File: src/design/blum_blum_shub_generator_assert.svh
// Assertion macros for the generator's sequencer checks.
`ifndef BLUM_BLUM_SHUB_GENERATOR_ASSERT_SVH
`define BLUM_BLUM_SHUB_GENERATOR_ASSERT_SVH

// Same-cycle implication under an active-low reset.
`define BBS_ASSERT_NOW(lbl, clk, rstn, ante, cons, msg) \
  lbl: assert property (@(posedge clk) disable iff (!(rstn)) (ante) |-> (cons)) \
    else $error(msg);

// Next-cycle implication under an active-low reset.
`define BBS_ASSERT_NEXT(lbl, clk, rstn, ante, cons, msg) \
  lbl: assert property (@(posedge clk) disable iff (!(rstn)) (ante) |=> (cons)) \
    else $error(msg);

`endif

File: src/design/bbs_pkg.sv
// Shared types and codes of the Blum Blum Shub generator.
package bbs_pkg;

  localparam int unsigned VAL_W    = 64;
  localparam int unsigned STATUS_W = 2;
  localparam int unsigned CFG_W    = 32;
  localparam int unsigned CFG_IDX_W = 1;

  // Request types
  localparam logic REQ_SEED = 1'b0;
  localparam logic REQ_GEN  = 1'b1;

  // Result status codes
  localparam logic [STATUS_W-1:0] STATUS_OK      = 2'd0;
  localparam logic [STATUS_W-1:0] STATUS_BAD_MOD = 2'd1;
  localparam logic [STATUS_W-1:0] STATUS_NO_SEED = 2'd2;

  // Configuration register indexes
  localparam logic [CFG_IDX_W-1:0] CFG_PRIME_P = 1'b0;
  localparam logic [CFG_IDX_W-1:0] CFG_PRIME_Q = 1'b1;

  typedef enum logic [2:0] {
    ST_IDLE,
    ST_MODMUL,
    ST_MODCHK,
    ST_GCD,
    ST_REDUCE,
    ST_DBL,
    ST_ADD,
    ST_RESP
  } state_e;

endpackage

File: src/design/bbs_ifs.sv
// Handshake channels of the generator: request, response and configuration.
interface bbs_req_if;
  logic                      valid;
  logic                      ready;
  logic                      req_type;
  logic [bbs_pkg::VAL_W-1:0] seed_value;
  modport source (output valid, req_type, seed_value, input ready);
  modport sink (input valid, req_type, seed_value, output ready);
endinterface

interface bbs_rsp_if;
  logic                         valid;
  logic                         ready;
  logic [bbs_pkg::VAL_W-1:0]    value;
  logic [bbs_pkg::STATUS_W-1:0] status;
  modport source (output valid, value, status, input ready);
  modport sink (input valid, value, status, output ready);
endinterface

interface bbs_cfg_if;
  logic                          valid;
  logic                          ready;
  logic [bbs_pkg::CFG_IDX_W-1:0] index;
  logic [bbs_pkg::CFG_W-1:0]     data;
  modport source (output valid, index, data, input ready);
  modport sink (input valid, index, data, output ready);
endinterface

File: src/design/blum_blum_shub_generator.sv
// Blum Blum Shub generator: shared 65-bit subtract/compare unit under a small sequencer.
// Generate beat: a bit-serial reduction of the state by the modulus, then a double-and-add
// square in ST_DBL/ST_ADD; the result passes through ST_RESP to the output register.
// Seed beat: ST_MODMUL, ST_MODCHK, then one binary-gcd step per cycle in ST_GCD, advancing
// the candidate on a common factor. One request at a time; the output register lets the
// next request start meanwhile. Reset (rst_ni low, async) clears primes, modulus, state,
// seeded flag and output valid flag.
`include "blum_blum_shub_generator_assert.svh"

module blum_blum_shub_generator #(
  parameter int unsigned PRIME_BITS = 32
) (
  input  logic      clk_i,
  input  logic      rst_ni,
  bbs_cfg_if.sink   cfg_i,
  bbs_req_if.sink   req_i,
  bbs_rsp_if.source rsp_o
);

  localparam int unsigned VW = bbs_pkg::VAL_W;

  bbs_pkg::state_e state_q, state_d;

  logic [PRIME_BITS-1:0]   p_q, q_q;
  logic [2*PRIME_BITS-1:0] prod;
  logic [VW-1:0]           mod_q, mod_d;
  logic [VW-1:0]           cur_q, cur_d;
  logic                    seeded_q, seeded_d;
  logic [VW-1:0]           x_q, x_d;
  logic [VW-1:0]           a_q, a_d;
  logic [VW-1:0]           b_q, b_d;
  logic [5:0]              cnt_q, cnt_d;
  logic [VW-1:0]           res_val_q, res_val_d;
  logic [bbs_pkg::STATUS_W-1:0] res_st_q, res_st_d;
  logic                    out_valid_q, out_valid_d;
  logic [VW-1:0]           out_val_q, out_val_d;
  logic [bbs_pkg::STATUS_W-1:0] out_st_q, out_st_d;

  // Shared unit operands and outputs
  logic [VW:0]   unit_u, unit_v;
  logic [VW+1:0] unit_diff;
  logic          unit_ge;
  logic [VW-1:0] unit_sel;
  logic [VW-1:0] x_inc;

  logic req_fire;
  logic cfg_fire;

  assign req_fire = req_i.valid && req_i.ready;
  assign cfg_fire = cfg_i.valid && cfg_i.ready;
  assign cfg_i.ready = 1'b1;

  assign rsp_o.valid  = out_valid_q;
  assign rsp_o.value  = out_val_q;
  assign rsp_o.status = out_st_q;

  // Modulus product, registered in its own state
  assign prod  = p_q * q_q;
  assign x_inc = x_q + 64'd1;

  // Select operands of the shared subtract/compare unit
  always_comb begin
    case (state_q)
      bbs_pkg::ST_GCD: begin
        unit_u = {1'b0, a_q};
        unit_v = {1'b0, b_q};
      end
      bbs_pkg::ST_REDUCE: begin
        unit_u = {b_q, x_q[cnt_q]};
        unit_v = {1'b0, mod_q};
      end
      bbs_pkg::ST_DBL: begin
        unit_u = {b_q, 1'b0};
        unit_v = {1'b0, mod_q};
      end
      bbs_pkg::ST_ADD: begin
        unit_u = {1'b0, b_q} + {1'b0, a_q};
        unit_v = {1'b0, mod_q};
      end
      default: begin
        unit_u = '0;
        unit_v = '0;
      end
    endcase
  end

  assign unit_diff = {1'b0, unit_u} - {1'b0, unit_v};
  assign unit_ge   = ~unit_diff[VW+1];
  assign unit_sel  = unit_ge ? unit_diff[VW-1:0] : unit_u[VW-1:0];

  // Sequencer: next state and datapath updates
  always_comb begin
    state_d     = state_q;
    mod_d       = mod_q;
    cur_d       = cur_q;
    seeded_d    = seeded_q;
    x_d         = x_q;
    a_d         = a_q;
    b_d         = b_q;
    cnt_d       = cnt_q;
    res_val_d   = res_val_q;
    res_st_d    = res_st_q;
    out_valid_d = out_valid_q;
    out_val_d   = out_val_q;
    out_st_d    = out_st_q;
    req_i.ready = (state_q == bbs_pkg::ST_IDLE);

    // Drop the output beat once taken
    if (out_valid_q && rsp_o.ready) begin
      out_valid_d = 1'b0;
    end

    case (state_q)
      bbs_pkg::ST_IDLE: begin
        if (req_fire) begin
          if (req_i.req_type == bbs_pkg::REQ_SEED) begin
            x_d     = req_i.seed_value;
            state_d = bbs_pkg::ST_MODMUL;
          end else if (!seeded_q) begin
            res_val_d = '0;
            res_st_d  = bbs_pkg::STATUS_NO_SEED;
            state_d   = bbs_pkg::ST_RESP;
          end else begin
            x_d     = cur_q;
            b_d     = '0;
            cnt_d   = 6'd63;
            state_d = bbs_pkg::ST_REDUCE;
          end
        end
      end

      bbs_pkg::ST_MODMUL: begin
        mod_d   = VW'(prod);
        state_d = bbs_pkg::ST_MODCHK;
      end

      bbs_pkg::ST_MODCHK: begin
        if (mod_q < 64'd3) begin
          seeded_d  = 1'b0;
          cur_d     = '0;
          res_val_d = '0;
          res_st_d  = bbs_pkg::STATUS_BAD_MOD;
          state_d   = bbs_pkg::ST_RESP;
        end else begin
          a_d     = x_q;
          b_d     = mod_q;
          state_d = bbs_pkg::ST_GCD;
        end
      end

      // One binary-gcd step; only coprimality matters
      bbs_pkg::ST_GCD: begin
        if (a_q == 64'd1 || b_q == 64'd1) begin
          cur_d     = x_q;
          seeded_d  = 1'b1;
          res_val_d = x_q;
          res_st_d  = bbs_pkg::STATUS_OK;
          state_d   = bbs_pkg::ST_RESP;
        end else if (a_q == '0 || (!a_q[0] && !b_q[0]) ||
                     (a_q[0] && b_q[0] && unit_diff == '0)) begin
          // common factor found: advance the candidate and restart
          x_d = x_inc;
          a_d = x_inc;
          b_d = mod_q;
        end else if (!a_q[0]) begin
          a_d = a_q >> 1;
        end else if (!b_q[0]) begin
          b_d = b_q >> 1;
        end else if (unit_ge) begin
          a_d = unit_diff[VW-1:0];
        end else begin
          a_d = b_q;
          b_d = a_q;
        end
      end

      // Restoring reduction of x by the modulus, one bit per cycle
      bbs_pkg::ST_REDUCE: begin
        if (cnt_q == 6'd0) begin
          a_d     = unit_sel;
          b_d     = '0;
          cnt_d   = 6'd63;
          state_d = bbs_pkg::ST_DBL;
        end else begin
          b_d   = unit_sel;
          cnt_d = cnt_q - 6'd1;
        end
      end

      // Double-and-add square, top bit first
      bbs_pkg::ST_DBL: begin
        b_d = unit_sel;
        if (a_q[cnt_q]) begin
          state_d = bbs_pkg::ST_ADD;
        end else if (cnt_q == 6'd0) begin
          cur_d     = unit_sel;
          res_val_d = unit_sel;
          res_st_d  = bbs_pkg::STATUS_OK;
          state_d   = bbs_pkg::ST_RESP;
        end else begin
          cnt_d = cnt_q - 6'd1;
        end
      end

      bbs_pkg::ST_ADD: begin
        b_d = unit_sel;
        if (cnt_q == 6'd0) begin
          cur_d     = unit_sel;
          res_val_d = unit_sel;
          res_st_d  = bbs_pkg::STATUS_OK;
          state_d   = bbs_pkg::ST_RESP;
        end else begin
          cnt_d   = cnt_q - 6'd1;
          state_d = bbs_pkg::ST_DBL;
        end
      end

      // Hand the result to the output register when it is free
      bbs_pkg::ST_RESP: begin
        if (!out_valid_q || rsp_o.ready) begin
          out_valid_d = 1'b1;
          out_val_d   = res_val_q;
          out_st_d    = res_st_q;
          state_d     = bbs_pkg::ST_IDLE;
        end
      end

      default: begin
        state_d = bbs_pkg::ST_IDLE;
      end
    endcase
  end

  // Control and architectural state
  always_ff @(posedge clk_i or negedge rst_ni) begin
    if (!rst_ni) begin
      state_q     <= bbs_pkg::ST_IDLE;
      p_q         <= '0;
      q_q         <= '0;
      mod_q       <= '0;
      cur_q       <= '0;
      seeded_q    <= 1'b0;
      out_valid_q <= 1'b0;
    end else begin
      state_q     <= state_d;
      mod_q       <= mod_d;
      cur_q       <= cur_d;
      seeded_q    <= seeded_d;
      out_valid_q <= out_valid_d;
      if (cfg_fire) begin
        if (cfg_i.index == bbs_pkg::CFG_PRIME_P) begin
          p_q <= cfg_i.data[PRIME_BITS-1:0];
        end else if (cfg_i.index == bbs_pkg::CFG_PRIME_Q) begin
          q_q <= cfg_i.data[PRIME_BITS-1:0];
        end
      end
    end
  end

  // Working and payload registers
  always_ff @(posedge clk_i) begin
    x_q       <= x_d;
    a_q       <= a_d;
    b_q       <= b_d;
    cnt_q     <= cnt_d;
    res_val_q <= res_val_d;
    res_st_q  <= res_st_d;
    out_val_q <= out_val_d;
    out_st_q  <= out_st_d;
  end

  // Checks
  `BBS_ASSERT_NOW(a_seeded_mod, clk_i, rst_ni,
                  seeded_q && state_q != bbs_pkg::ST_MODCHK, mod_q >= 64'd3,
                  "seeded with modulus below 3")
  `BBS_ASSERT_NOW(a_residues, clk_i, rst_ni,
                  state_q == bbs_pkg::ST_DBL || state_q == bbs_pkg::ST_ADD,
                  a_q < mod_q && b_q < mod_q, "square operands not reduced")
  `BBS_ASSERT_NOW(a_gcd_nonzero, clk_i, rst_ni, state_q == bbs_pkg::ST_GCD, b_q != '0,
                  "gcd operand b is zero")
  `BBS_ASSERT_NEXT(a_req_busy, clk_i, rst_ni, req_fire, state_q != bbs_pkg::ST_IDLE,
                   "accepted request left sequencer idle")

endmodule
File: src/flat_wrapper.sv
// flat-port wrapper written by rule: the top's interface ports become plain ports
module blum_blum_shub_generator_flat 
#(
  parameter int unsigned PRIME_BITS = 32
)
  (clk_i, rst_ni, cfg_i_valid, cfg_i_index, cfg_i_data, cfg_i_ready, req_i_valid, req_i_req_type, req_i_seed_value, req_i_ready, rsp_o_valid, rsp_o_value, rsp_o_status, rsp_o_ready);
  bbs_cfg_if cfg_i_i ();
  bbs_req_if req_i_i ();
  bbs_rsp_if rsp_o_i ();
  input  logic clk_i;
  input  logic rst_ni;
  input wire logic [$bits(cfg_i_i.valid)-1:0] cfg_i_valid;
  input wire logic [$bits(cfg_i_i.index)-1:0] cfg_i_index;
  input wire logic [$bits(cfg_i_i.data)-1:0] cfg_i_data;
  output wire logic [$bits(cfg_i_i.ready)-1:0] cfg_i_ready;
  input wire logic [$bits(req_i_i.valid)-1:0] req_i_valid;
  input wire logic [$bits(req_i_i.req_type)-1:0] req_i_req_type;
  input wire logic [$bits(req_i_i.seed_value)-1:0] req_i_seed_value;
  output wire logic [$bits(req_i_i.ready)-1:0] req_i_ready;
  output wire logic [$bits(rsp_o_i.valid)-1:0] rsp_o_valid;
  output wire logic [$bits(rsp_o_i.value)-1:0] rsp_o_value;
  output wire logic [$bits(rsp_o_i.status)-1:0] rsp_o_status;
  input wire logic [$bits(rsp_o_i.ready)-1:0] rsp_o_ready;
  assign cfg_i_i.valid = cfg_i_valid;
  assign cfg_i_i.index = cfg_i_index;
  assign cfg_i_i.data = cfg_i_data;
  assign cfg_i_ready = cfg_i_i.ready;
  assign req_i_i.valid = req_i_valid;
  assign req_i_i.req_type = req_i_req_type;
  assign req_i_i.seed_value = req_i_seed_value;
  assign req_i_ready = req_i_i.ready;
  assign rsp_o_valid = rsp_o_i.valid;
  assign rsp_o_value = rsp_o_i.value;
  assign rsp_o_status = rsp_o_i.status;
  assign rsp_o_i.ready = rsp_o_ready;
  blum_blum_shub_generator #(.PRIME_BITS(PRIME_BITS)) u_core (.clk_i(clk_i), .rst_ni(rst_ni), .cfg_i(cfg_i_i), .req_i(req_i_i), .rsp_o(rsp_o_i));
endmodule
File: config.mk
export PLATFORM = sky130hd
export DESIGN_NAME = blum_blum_shub_generator_flat
export DESIGN_NICKNAME = d
export VERILOG_FILES = /design/src/design/bbs_pkg.sv /design/src/design/bbs_ifs.sv /design/src/design/blum_blum_shub_generator.sv /design/src/flat_wrapper.sv
export VERILOG_INCLUDE_DIRS = /design/src /design/src/design
export SDC_FILE = /design/constraint.sdc
export NUM_CORES = 2
export LEC_CHECK = 0
export BUFFER_PORTS_ARGS = -buffer_cell sky130_fd_sc_hd__buf_2
export CAP_MARGIN = 20
export CORE_MARGIN = 2
export CORE_UTILIZATION = 35
export DETAILED_ROUTE_END_ITERATION = 10
export MAX_ROUTING_LAYER = met4
export PLACE_DENSITY = 0.49
export SYNTH_ARGS = -nofsm -noshare
export SYNTH_HDL_FRONTEND = slang
export SYNTH_SLANG_ARGS = --single-unit
export TNS_END_PERCENT = 30
File: constraint.sdc
create_clock -name clk_i -period 16.43 [get_ports clk_i]
set_input_delay 0 -clock clk_i [delete_from_list [all_inputs] [get_ports clk_i]]
set_output_delay 0 -clock clk_i [all_outputs]
set_load 0.05 [all_outputs]
==> results.tsv <==
stage	metric	value	unit
status	status	completed	
floorplanning	dieArea	202000	µm²
layout	fin_util	38.8	%
global_route	antenna_found_initial	7	
setup_path	critPathMaxFanout	34	
setup_path	cp_slowest_cell	o31a_2	
setup_path	reg2reg_depth	32	
setup_path	required	16.75	ns
clock_tree	cts_tree	built	
route	drt_iter0_drc	5409	
min_path	min_to	u_core.x_q[25]$_DFFE_PP_	
route	drt-total-wl	275000	µm
timing	tns	0	ns
placement	numPortBuffers	170	
floorplanning	fp.dieH	449	µm
route	vias_per_cell	5.59	
synth	synth_warnings	0	
timing	slew_violations	0	
synth	synthCells	7661	
placement	finalWeightedCongestion	1.02	
setup_path	cp_slowest_stage_delay	0.78	ns
global_route	grt_max_degree	99	
floorplanning	io_pins	172	
layout	regArea	14900	µm²
min_path	min-delay-start	req_i_req_type	
timing	period_share	67.9	%
floorplanning	die_width	449	µm
min_path	min_path_cells	3	
flow_run	maxCapViolCount	0	
timing	finalCriticalPeriod	11.15	ns
clock_tree	root_buffer	clkbuf_16	
synth	yosysMostFrequentCell	nand2_1	
clock_tree	insertion_delay	0.70	ns
synth	ys_top_cells_by_area	fa_1, edfxtp_1, ha_1, dfrtp_1, nand2_1	
synth	ys_async_sr_fraction	37.4	%
synth	syn-num-nets	9057	
timing	max_freq	0.0896	GHz
global_route	grt_usage	27.8	%
setup_path	cp-start-kind	flip-flop	
timing	fin_skew	0.0372	ns
floorplanning	fp.coreArea	197000	µm²
clock_tree	clockBufferDepth	3	
timing	worst_pin_slew	1.30	ns
timing	rsz0062_at_grt	no	
synth	synth_area_leader_cell	fa_1	
timing	hold_violations	0	
setup_path	crit_type	flip-flop to flip-flop	
clock_tree	clkTransAtPathRegs	0.07	ns
synth	synth_top_area_share	25.9	%
layout	nFillCells	20000	
layout	final_nets	9075	
global_route	grt_remaining_overflow	0	
floorplanning	start_util	35.2	%
global_route	grt_pass1_vias	59300	
floorplanning	rows	163	
min_path	hold_class	primary input to flip-flop	
synth	syn-mean-instance-area	9.07	µm²
timing	slew_headroom	12.2	%
route	wl_per_cell	26.5	µm
layout	area_growth	10.2	%
setup_path	worst-r2r-setup-slack	5.28	ns
setup_path	end_kind	flip-flop	
setup_path	critical_path.startpoint	u_core.b_q[0]$_DFFE_PP_	
setup_path	r2r_end	u_core.b_q[3]$_DFFE_PP_	
layout	multi_input_area	48900	µm²
route	first_pass_iters	6	
route	drc	0	
synth	syn_area	69500	µm²
route	drtAntennaViolNets	0	
synth	ys_ff_latch	527	
clock_tree	cts_buffers	67	
placement	hpwlAfterDp	210000	µm
route	route.vias.total	58100	
clock_tree	post_cts_buffers	0	
clock_tree	cts_sinks	527	
clock_tree	htree_levels	3	
layout	drive_gt1_share	8.95	%
setup_path	crit_arrival	11.47	ns
synth	yosysSeqAreaShare	21.4	%
synth	synth.distinct_cells	95	
synth	ys.flop_type	edfxtp_1	
setup_path	r2r_start	u_core.b_q[0]$_DFFE_PP_	
setup_path	cp_common_cell	buf_4	
global_route	grt_pass1_wl	409000	µm
timing	setup_violations	0	
synth	synth_commonest_cells	nand2_1, inv_1, fa_1, clkbuf_1, ha_1	
synth	synth-edff-count	330	
## routing by layer
| metal | track usage (%) | vias up | share of wire, % |
|---|---|---|---|
| met5 | - | - | 0 |
| met3 | 2.87 | 460 | 5.8 |
| met2 | 44.1 | 2343 | 46 |
| li1 | - | 25500 | - |
| met1 | 36.4 | 29700 | 43 |
| met4 | 11.3 | 0 | 4.9 |
## cells in the final DEF (no fill, tap or decap), types with 60 or more instances in the layout
cell type      synthesis  layout
a21oi_1              359     356
mux2_2               140     140
nand3_1               87      87
ha_1                 395     395
buf_4                  9     161
xor2_1               105     105
buf_2                 17     168
and2_1               262     261
nand2_1             1270    1265
inv_1               1053    1053
fa_1                 898     898
clkbuf_16              0      70
a31oi_1              105     105
nor4_1                61      60
o21ai_0              366     366
edfxtp_1             330     330
xnor2_1              135     135
nor2_1               255     253
dlygate4sd3_1          0     100
a21o_1               123     123
dfrtp_1              197     188
mux2i_1              125     125
## flip-flops by register name, indices dropped and copies added, names as in the netlist, 32 cells and up
signal	count
u_core.p_q	32
u_core.res_val_q	64
u_core.a_q	64
u_core.x_q	64
u_core.mod_q	64
u_core.b_q	64
u_core.rsp_o.value	64
u_core.q_q	32
u_core.cur_q	64
## through the flow
stage	std cells	hold WS [ns]	setup WS, ns	cell area, µm²
after floorplan	7661	-0.296	3.85	69500
after global placement	10100	0.0510	5.35	73100
after detailed placement	10100	0.0618	5.40	73100
after CTS	10400	0.00847	5.37	76500
after global routing	10400	0.0850	4.72	76500
final	10400	0.0482	5.28	76500
## how the worst max path moves through the flow
stage	endpoint	slack, ns	depth (start not counted)
floorplan	u_core.a_q[10]$_DFFE_PP_	3.85	26
global placement	u_core.b_q[3]$_DFFE_PP_	5.35	31
detailed placement	u_core.b_q[3]$_DFFE_PP_	5.40	32
CTS	u_core.b_q[3]$_DFFE_PP_	5.37	32
global route	u_core.b_q[3]$_DFFE_PP_	4.72	32
finish	u_core.b_q[3]$_DFFE_PP_	5.28	32
## layout make-up
| cell class | instances | area share [%] |
|---|---|---|
| clock buffer | 89 | 2.45 |
| timing repair buffer | 433 | 4.10 |
| antenna | 7 | 0.0229 |
| sequential | 527 | 19.4 |
| tap | 2640 | 4.32 |
| multi-input combinational | 5596 | 63.9 |
| clock inverter | 35 | 0.670 |
| inverter | 1054 | 5.17 |
## critical path: cells and delay by family (launching register included)
| kind | cells | cell delay [ns] |
|---|---|---|
| flip-flops | 1 | 0.32 |
| AO/OA/AOI/OAI | 18 | 6.02 |
| AND/OR/NAND/NOR | 5 | 1.59 |
| buffers and inverters | 5 | 1.53 |
| XOR/XNOR | 1 | 0.07 |
| adder cells (fa/ha/maj) | 3 | 1.15 |
## cells by family (layout without fill, tap and decap cells)
family | count (synthesis) | in the layout | share of synthesized area [%]
AOI/OAI and AO/OA | 1478 | 1478 | 13.8
xor gates and xnor gates | 240 | 240 | 3.03
adders and majority gates | 1293 | 1293 | 33.0
buffers and inverters | 1538 | 1611 | 8.44
DFF | 527 | 527 | 21.4
muxes | 307 | 307 | 5.43
other | 1 | 8 | 0.00540
and+or+nand+nor | 2277 | 2277 | 15.0
## timing repair
| action | CTS | global route |
|---|---|---|
| hold buffers | 101 | 0 |
| endpoints found under the hold margin | 206 | 0 |
| gates resized for setup | 0 | 0 |
Power is not shown: default switching activity piles up to over one toggle a cycle in this logic, so the estimate is an artifact.
